## src/rtl/tcds_pkg.sv

```systemverilog
// ----------------------------------------------------------------------------
// Two-channel dwell sweep package
// Types, register indexes and reset values shared by the sweep logic.
// ----------------------------------------------------------------------------
package tcds_pkg;

  localparam int unsigned CmdWidth   = 3;
  localparam int unsigned TimeWidth  = 32;
  localparam int unsigned FreqWidth  = 16;
  localparam int unsigned MsWidth    = 16;
  localparam int unsigned CfgIdxW    = 3;
  localparam int unsigned CfgDataW   = 16;
  localparam int unsigned PhaseCodeW = 2;

  typedef enum logic [CmdWidth-1:0] {
    CMD_TICK      = 3'd0,
    CMD_MANUAL    = 3'd1,
    CMD_RESUME    = 3'd2,
    CMD_RESTART   = 3'd3,
    CMD_READ_FLAG = 3'd4
  } cmd_e;

  typedef enum logic [CfgIdxW-1:0] {
    CFG_SWEEP_ENABLE = 3'd0,
    CFG_DWELL_MS     = 3'd1,
    CFG_SETTLE_MS    = 3'd2,
    CFG_CH_ONE_FREQ  = 3'd3,
    CFG_CH_TWO_FREQ  = 3'd4
  } cfg_idx_e;

  typedef enum logic [3:0] {
    PH_IDLE   = 4'b0001,
    PH_TUNE   = 4'b0010,
    PH_DWELL1 = 4'b0100,
    PH_DWELL2 = 4'b1000
  } phase_e;

  localparam logic [PhaseCodeW-1:0] PhaseCodeIdle   = 2'd0;
  localparam logic [PhaseCodeW-1:0] PhaseCodeTune   = 2'd1;
  localparam logic [PhaseCodeW-1:0] PhaseCodeDwell1 = 2'd2;
  localparam logic [PhaseCodeW-1:0] PhaseCodeDwell2 = 2'd3;

  localparam logic [MsWidth-1:0]   DwellMsReset  = 16'd1000;
  localparam logic [MsWidth-1:0]   SettleMsReset = 16'd30;
  localparam logic [FreqWidth-1:0] ChOneFreqReset = 16'd5658;
  localparam logic [FreqWidth-1:0] ChTwoFreqReset = 16'd5695;

endpackage

```

## src/rtl/two_channel_dwell_sweep.sv

```systemverilog
// ----------------------------------------------------------------------------
// Two-channel dwell sweep
// Alternates a receiver between two channel frequencies with settle and dwell
// timing, manual hold, and a sticky switch flag.
// ----------------------------------------------------------------------------
// Pipeline: an accepted transaction is held in the input register, then its
// result is loaded into the result register, where it is offered.
// Throughput: one transaction per cycle while the output is not stalled; the sweep
// state updates in combinational compare and select logic between the registers.
// Reset: asynchronous, active low; the sweep goes idle on channel zero, both
// timers read zero and the control and configuration registers take their defaults.
module two_channel_dwell_sweep (
  input  logic                                  clk_i,
  input  logic                                  rst_ni,
  input  logic                                  cfg_we_i,
  input  logic [tcds_pkg::CfgIdxW-1:0]          cfg_idx_i,
  input  logic [tcds_pkg::CfgDataW-1:0]         cfg_wdata_i,
  input  logic                                  in_valid_i,
  output logic                                  in_stall_o,
  input  logic [tcds_pkg::CmdWidth-1:0]         command_i,
  input  logic [tcds_pkg::TimeWidth-1:0]        time_ms_i,
  input  logic                                  pilot_select_i,
  output logic                                  out_valid_o,
  input  logic                                  out_stall_i,
  output logic                                  freq_write_o,
  output logic [tcds_pkg::FreqWidth-1:0]        freq_value_o,
  output logic [tcds_pkg::PhaseCodeW-1:0]       sweep_phase_o,
  output logic                                  current_channel_o,
  output logic                                  level_valid_o,
  output logic                                  manual_hold_o,
  output logic                                  switched_flag_o
);

  // Configuration registers.
  logic                                 sweep_en_q;
  logic [tcds_pkg::MsWidth-1:0]         dwell_ms_q;
  logic [tcds_pkg::MsWidth-1:0]         settle_ms_q;
  logic [tcds_pkg::FreqWidth-1:0]       ch_one_freq_q;
  logic [tcds_pkg::FreqWidth-1:0]       ch_two_freq_q;

  always_ff @(posedge clk_i or negedge rst_ni) begin
    if (!rst_ni) begin
      sweep_en_q    <= 1'b0;
      dwell_ms_q    <= tcds_pkg::DwellMsReset;
      settle_ms_q   <= tcds_pkg::SettleMsReset;
      ch_one_freq_q <= tcds_pkg::ChOneFreqReset;
      ch_two_freq_q <= tcds_pkg::ChTwoFreqReset;
    end else if (cfg_we_i) begin
      unique case (cfg_idx_i)
        tcds_pkg::CFG_SWEEP_ENABLE: sweep_en_q    <= cfg_wdata_i[0];
        tcds_pkg::CFG_DWELL_MS:     dwell_ms_q    <= cfg_wdata_i;
        tcds_pkg::CFG_SETTLE_MS:    settle_ms_q   <= cfg_wdata_i;
        tcds_pkg::CFG_CH_ONE_FREQ:  ch_one_freq_q <= cfg_wdata_i;
        tcds_pkg::CFG_CH_TWO_FREQ:  ch_two_freq_q <= cfg_wdata_i;
        default: begin
        end
      endcase
    end
  end

  // Pipeline control.
  logic s1_valid_q;
  logic s2_en;
  logic s1_fire;
  logic in_accept;

  assign s2_en      = !out_valid_o || !out_stall_i;
  assign s1_fire    = s1_valid_q && s2_en;
  assign in_stall_o = s1_valid_q && !s2_en;
  assign in_accept  = in_valid_i && !in_stall_o;

  // Input register.
  logic [tcds_pkg::CmdWidth-1:0]  s1_cmd_q;
  logic [tcds_pkg::TimeWidth-1:0] s1_time_q;
  logic                           s1_sel_q;

  always_ff @(posedge clk_i or negedge rst_ni) begin
    if (!rst_ni) begin
      s1_valid_q <= 1'b0;
    end else if (in_accept) begin
      s1_valid_q <= 1'b1;
    end else if (s1_fire) begin
      s1_valid_q <= 1'b0;
    end
  end

  always_ff @(posedge clk_i) begin
    if (in_accept) begin
      s1_cmd_q  <= command_i;
      s1_time_q <= time_ms_i;
      s1_sel_q  <= pilot_select_i;
    end
  end

  // Sweep state.
  tcds_pkg::phase_e               phase_q, phase_d;
  logic                           channel_q, channel_d;
  logic                           pending_q, pending_d;
  logic                           manual_q, manual_d;
  logic [tcds_pkg::TimeWidth-1:0] dwell_start_q, dwell_start_d;
  logic [tcds_pkg::TimeWidth-1:0] tune_start_q, tune_start_d;

  logic [tcds_pkg::TimeWidth-1:0] tune_elapsed;
  logic [tcds_pkg::TimeWidth-1:0] dwell_elapsed;
  logic                           settle_done;
  logic                           dwell_done;
  logic                           wr;
  logic [tcds_pkg::FreqWidth-1:0] wval;
  logic                           flag;
  logic [tcds_pkg::PhaseCodeW-1:0] phase_code;

  assign tune_elapsed  = s1_time_q - tune_start_q;
  assign dwell_elapsed = s1_time_q - dwell_start_q;
  assign settle_done   = tune_elapsed >= {{(tcds_pkg::TimeWidth - tcds_pkg::MsWidth){1'b0}},
                                          settle_ms_q};
  assign dwell_done    = dwell_elapsed >= {{(tcds_pkg::TimeWidth - tcds_pkg::MsWidth){1'b0}},
                                           dwell_ms_q};

  always_comb begin
    phase_d       = phase_q;
    channel_d     = channel_q;
    pending_d     = pending_q;
    manual_d      = manual_q;
    dwell_start_d = dwell_start_q;
    tune_start_d  = tune_start_q;
    wr            = 1'b0;
    wval          = '0;
    flag          = 1'b0;
    unique case (s1_cmd_q)
      tcds_pkg::CMD_TICK: begin
        if (!sweep_en_q) begin
          phase_d = tcds_pkg::PH_IDLE;
        end else if (!manual_q) begin
          if (phase_q == tcds_pkg::PH_IDLE) begin
            channel_d    = 1'b0;
            phase_d      = tcds_pkg::PH_TUNE;
            tune_start_d = s1_time_q;
            wr           = 1'b1;
            wval         = ch_one_freq_q;
          end else if (phase_q == tcds_pkg::PH_TUNE) begin
            if (settle_done) begin
              phase_d       = channel_q ? tcds_pkg::PH_DWELL2 : tcds_pkg::PH_DWELL1;
              dwell_start_d = s1_time_q;
              pending_d     = 1'b1;
            end
          end else if (dwell_done) begin
            channel_d    = !channel_q;
            wr           = 1'b1;
            wval         = channel_q ? ch_one_freq_q : ch_two_freq_q;
            phase_d      = tcds_pkg::PH_TUNE;
            tune_start_d = s1_time_q;
          end
        end
      end
      tcds_pkg::CMD_MANUAL: begin
        manual_d      = 1'b1;
        channel_d     = s1_sel_q;
        wr            = 1'b1;
        wval          = s1_sel_q ? ch_two_freq_q : ch_one_freq_q;
        phase_d       = s1_sel_q ? tcds_pkg::PH_DWELL2 : tcds_pkg::PH_DWELL1;
        dwell_start_d = s1_time_q;
        pending_d     = 1'b1;
      end
      tcds_pkg::CMD_RESUME: begin
        manual_d      = 1'b0;
        dwell_start_d = s1_time_q;
        phase_d       = channel_q ? tcds_pkg::PH_DWELL2 : tcds_pkg::PH_DWELL1;
      end
      tcds_pkg::CMD_RESTART: begin
        channel_d     = 1'b0;
        pending_d     = 1'b0;
        dwell_start_d = s1_time_q;
        tune_start_d  = '0;
        if (sweep_en_q && !manual_q) begin
          phase_d      = tcds_pkg::PH_TUNE;
          tune_start_d = s1_time_q;
          wr           = 1'b1;
          wval         = ch_one_freq_q;
        end
      end
      tcds_pkg::CMD_READ_FLAG: begin
        flag      = pending_q;
        pending_d = 1'b0;
      end
      default: begin
      end
    endcase
  end

  always_comb begin
    unique case (phase_d)
      tcds_pkg::PH_IDLE:   phase_code = tcds_pkg::PhaseCodeIdle;
      tcds_pkg::PH_TUNE:   phase_code = tcds_pkg::PhaseCodeTune;
      tcds_pkg::PH_DWELL1: phase_code = tcds_pkg::PhaseCodeDwell1;
      tcds_pkg::PH_DWELL2: phase_code = tcds_pkg::PhaseCodeDwell2;
      default:             phase_code = tcds_pkg::PhaseCodeIdle;
    endcase
  end

  always_ff @(posedge clk_i or negedge rst_ni) begin
    if (!rst_ni) begin
      phase_q       <= tcds_pkg::PH_IDLE;
      channel_q     <= 1'b0;
      pending_q     <= 1'b0;
      manual_q      <= 1'b0;
      dwell_start_q <= '0;
      tune_start_q  <= '0;
    end else if (s1_fire) begin
      phase_q       <= phase_d;
      channel_q     <= channel_d;
      pending_q     <= pending_d;
      manual_q      <= manual_d;
      dwell_start_q <= dwell_start_d;
      tune_start_q  <= tune_start_d;
    end
  end

  // Result register.
  always_ff @(posedge clk_i or negedge rst_ni) begin
    if (!rst_ni) begin
      out_valid_o <= 1'b0;
    end else if (s2_en) begin
      out_valid_o <= s1_valid_q;
    end
  end

  always_ff @(posedge clk_i) begin
    if (s1_fire) begin
      freq_write_o      <= wr;
      freq_value_o      <= wval;
      sweep_phase_o     <= phase_code;
      current_channel_o <= channel_d;
      level_valid_o     <= (phase_d == tcds_pkg::PH_DWELL1) ||
                           (phase_d == tcds_pkg::PH_DWELL2);
      manual_hold_o     <= manual_d;
      switched_flag_o   <= flag;
    end
  end

  // Assertions.
  a_phase_onehot: assert property (@(posedge clk_i) disable iff (!rst_ni)
    $onehot(phase_q))
    else $error("sweep phase register is not one-hot");

  a_write_not_idle: assert property (@(posedge clk_i) disable iff (!rst_ni)
    out_valid_o && freq_write_o |-> sweep_phase_o != tcds_pkg::PhaseCodeIdle)
    else $error("frequency write reported while idle");

  a_value_zero: assert property (@(posedge clk_i) disable iff (!rst_ni)
    out_valid_o && !freq_write_o |-> freq_value_o == '0)
    else $error("frequency value nonzero without a write");

  a_level_phase: assert property (@(posedge clk_i) disable iff (!rst_ni)
    out_valid_o |-> level_valid_o == sweep_phase_o[1])
    else $error("level valid disagrees with dwell phase");

  a_stall_full: assert property (@(posedge clk_i) disable iff (!rst_ni)
    in_stall_o |-> s1_valid_q && out_valid_o && out_stall_i)
    else $error("input stalled while the pipeline has room");

endmodule

```

## config.mk

```make
export PLATFORM = sky130hd
export DESIGN_NAME = two_channel_dwell_sweep
export DESIGN_NICKNAME = d
export VERILOG_FILES = /design/src/rtl/tcds_pkg.sv /design/src/rtl/two_channel_dwell_sweep.sv
export SDC_FILE = /design/constraint.sdc
export NUM_CORES = 1
export LEC_CHECK = 0
export BUFFER_PORTS_ARGS = -buffer_cell sky130_fd_sc_hd__buf_2
export CORE_MARGIN = 4
export CORE_UTILIZATION = 55
export DETAILED_ROUTE_END_ITERATION = 7
export HOLD_SLACK_MARGIN = 0.08
export MAX_ROUTING_LAYER = met4
export PLACE_DENSITY = 0.74
export SYNTH_ARGS = -nofsm -noshare
export SYNTH_HDL_FRONTEND = slang
export SYNTH_SLANG_ARGS = --single-unit
```

## constraint.sdc

```tcl
create_clock -name clk_i -period 11.2 [get_ports clk_i]
set_input_delay 1.68 -clock clk_i [delete_from_list [all_inputs] [get_ports clk_i]]
set_output_delay 1.68 -clock clk_i [all_outputs]
set_load 0.02 [all_outputs]
```

==> run_results.csv <==
group,metric,value,unit
status,status,"complete, no violations",
timing,post-route-period-util,52.0,%
synth,synth_cell_types,96,
global_route,grt_max_degree,79,
synth,synth_area,12500,um^2
place,io_buffers,84,
synth,synth_seq_area_share,41.8,%
synth,synth_edf_count,58,
route,routedWlPerCell,17.6,um
finish,antenna_cells,0,
synth,synthesis.nets,1453,
timing,grt_setup_unrepaired,"false",
route,via_per_inst,5.86,
global_route,grt_use_total,24.0,%
global_route,overflow,0,
setup_path,critPathBufInv,2,
clock_tree,numCtsBuffers,17,
place,postPlaceCellArea,13100,um^2
clock_tree,cts.sinks,196,
global_route,grt.met3_usage,3.58,%
power_and_ir_drop,powerDensity,220,nW/um^2
power_and_ir_drop,pwr-share-comb,44.4,%
route,drtIter0Drc,800,
power_and_ir_drop,power_switching,0.00123,W
floorplan,core.rowCount,54,
setup_path,cp_common_cell,"a21oi_1",
floorplan,coreArea,22100,um^2
synth,synth_cells,1297,
floorplan,die_width,159,um
setup_path,cpPeakStageDelay,0.51,ns
setup_path,setup.worst_path.end_class,"flop",
place,place_congestion,0.930,
finish,layout-drive-gt1-share,18.4,%
timing,fin_setup_tns,0,ns
synth,synth_seq_cells,196,
clock_tree,postCtsHoldBufs,0,
floorplan,boundaryPins,85,
power_and_ir_drop,intPower,0.00179,W
power_and_ir_drop,pwr-share-seq,33.1,%
timing,finClkSkew,0.0158,ns
setup_path,r2r_start,"s1_time_q[0]",
global_route,antenna_found_initial,0,
route,dr.pass1.iters,5,
setup_path,setup.worst_path.start,"s1_time_q[0]",
synth,netlist_top_cells_area,"dfrtp_1 22%, edfxtp_1 14%, ha_1 9.4%",
clock_tree,clk_latency,0.46,ns
global_route,grt_util_met2,37.0,%
route,drtAntennaViolNets,0,
finish,final_cell_area,13700,um^2
clock_tree,post_cts_resized,0,
clock_tree,cts_tree,"done",
worst_hold_path,hp-start,"tune_start_q[11]",
global_route,grt_pass1_vias,9315,
power_and_ir_drop,leakage,6.13,nW
power_and_ir_drop,peakVddDrop,0.000113,V
global_route,grt_use_met1,34.0,%
clock_tree,clockBufferDepth,2,
setup_path,critical-path-top-delay-family,"compound AO/OA/AOI/OAI gates",
clock_tree,postCtsSetupBuffers,0,
timing,fmax,0.172,GHz
clock_tree,cts-htree-levels,4,
synth,synth-main-ff-cell,"dfrtp_1",
clock_tree,clkTransAtPathRegs,0.09,ns
clock_tree,cts_root_buffer,"clkbuf_16",
synth,yosys.area.top_type_share,22.4,%
route,drc,0,
power_and_ir_drop,p_sw_share,40.8,%
finish,final_common_cell,"nand2_1",
synth,synth-warning-count,0,
job,cap_violations,0,
synth,syn_avg_cell_area,9.64,um^2
setup_path,cp-start-kind,"flop",
timing,slew_violations,0,
worst_hold_path,hp-class,"reg -> reg",
global_route,busiest_layer,"met2",
finish,nNetsFinal,1516,
setup_path,cp.depth,25,
setup_path,r2r_cells,25,
timing,finalCriticalPeriod,5.82,ns
place,dp_cells,1621,
floorplan,initial_core_util,56.6,%
synth,async_reset_ff_share,70.4,%
timing,slew_headroom,21.7,%
global_route,grt_pass1_wl,48300,um
worst_hold_path,hold_depth,2,
timing,hold_viol_final,0,
setup_path,crit_type,"reg -> reg",
route,wl,29100,um
setup_path,worstPathArrival,6.13,ns
timing,finalSetupViolations,0,
place,hpwl,21600,um
finish,utilization,62.2,%
synth,synth.largest_area_cell,"dfrtp_1",
floorplan,die_area,25200,um^2
timing,max_slew.worst_pin.slew,1.17,ns
finish,layout.cells.most_common_list,"178 x nand2_1, 113 x inv_1, 112 x dfrtp_1",
route,dr_total_vias,9682,
finish,fin_cells,1653,
floorplan,die_h,159,um
setup_path,cp_max_fo,64,
setup_path,crit_path_top_delay_cell,"buf_4",
finish,syn_to_final_growth,9.93,%
setup_path,cp.required,11.51,ns
power_and_ir_drop,power_frac_clock,22.5,%
-- cell usage after synthesis (7+ instances only) --
cell / instances
o21bai_1: 7
o21a_1: 16
xor2_1: 14
a31oi_1: 10
clkbuf_1: 25
a22o_1: 17
a21o_1: 21
edfxtp_1: 58
or3_1: 9
mux2_2: 41
mux2_4: 29
o21ai_0: 107
nand2b_1: 12
nor3_1: 23
dfrtp_1: 112
nor2_1: 68
xnor2_1: 29
nand2_1: 178
a21oi_1: 80
a211oi_1: 13
inv_1: 113
nand3_1: 18
dfstp_2: 26
nand4_1: 16
o21ai_1: 18
nor2b_1: 7
ha_1: 94
buf_2: 12
-- state kept, by name, summed over array words and instances, names as in the netlist, 4 cells and up --
signal / cells
settle_ms_q: 16
tune_start_q: 32
freq_value_o: 16
dwell_ms_q: 16
ch_two_freq_q: 16
dwell_start_q: 32
s1_time_q: 32
ch_one_freq_q: 16
phase_q: 4
-- routing by layer --
layer / wire, um / part of all wire (%)
met5: 0 / 0
met4: 436 / 1.5
met3: 1460 / 5.0
met2: 13400 / 46
met1: 13800 / 47
-- kinds of logic after synthesis --
kind of cell	synth area share [%]
AOI/OAI and AO/OA	18.7
xor gates and xnor gates	3.01
adders and majority gates	9.73
buffers and inverters	5.52
DFF	41.8
muxes	7.58
and+or+nand+nor	13.6
-- stage by stage --
step	total power, W	hold slack, ns	setup WS (ns)
global route	0.00325	0.513	4.92
detailed placement	0.00233	0.470	5.49
global placement	0.00230	0.461	5.62
finish	0.00302	0.487	5.38
floorplan	0.00202	0.450	6.32
CTS	0.00302	0.491	5.38
-- power by group through the flow --
stage | Clock [W] | Combinational, W | Sequential, W
3_3_place_gp | 0 | 0.00129 | 0.00101
4_1_cts | 0.000690 | 0.00133 | 0.000999
5_1_grt | 0.000723 | 0.00151 | 0.00102
2_1_floorplan | 0 | 0.00103 | 0.000988
6_report | 0.000678 | 0.00134 | 0.00100
3_5_place_dp | 0 | 0.00132 | 0.00101
-- path summary, 6_finish.rpt --
path	to	slack, ns
hold / removal	tune_start_q[11]	0.49
min in group asynchronous	tune_start_q[7]	1.19
setup reg to reg	tune_start_q[14]	5.38
setup / recovery	tune_start_q[14]	5.38
hold reg to reg	tune_start_q[11]	0.49
max in group asynchronous	settle_ms_q[14]	8.66
-- worst min-delay path, cell delays in order, from the launching register on --
cell and delay [ns]:
dfrtp_1 0.35, nand2_1 0.04, o21ai_0 0.06
-- layout make-up --
| cell class | count | area [um^2] |
|---|---|---|
| Fill cell | 1839 | 8360 |
| Multi-Input combinational cell | 941 | 6590 |
| Sequential cell | 196 | 5230 |
| Timing Repair Buffer | 90 | 472 |
| Inverter | 114 | 428 |
| Clock buffer | 17 | 425 |
| Tap cell | 280 | 350 |
| Clock inverter | 15 | 249 |
Note: power is estimated with default switching activity, not from simulation.
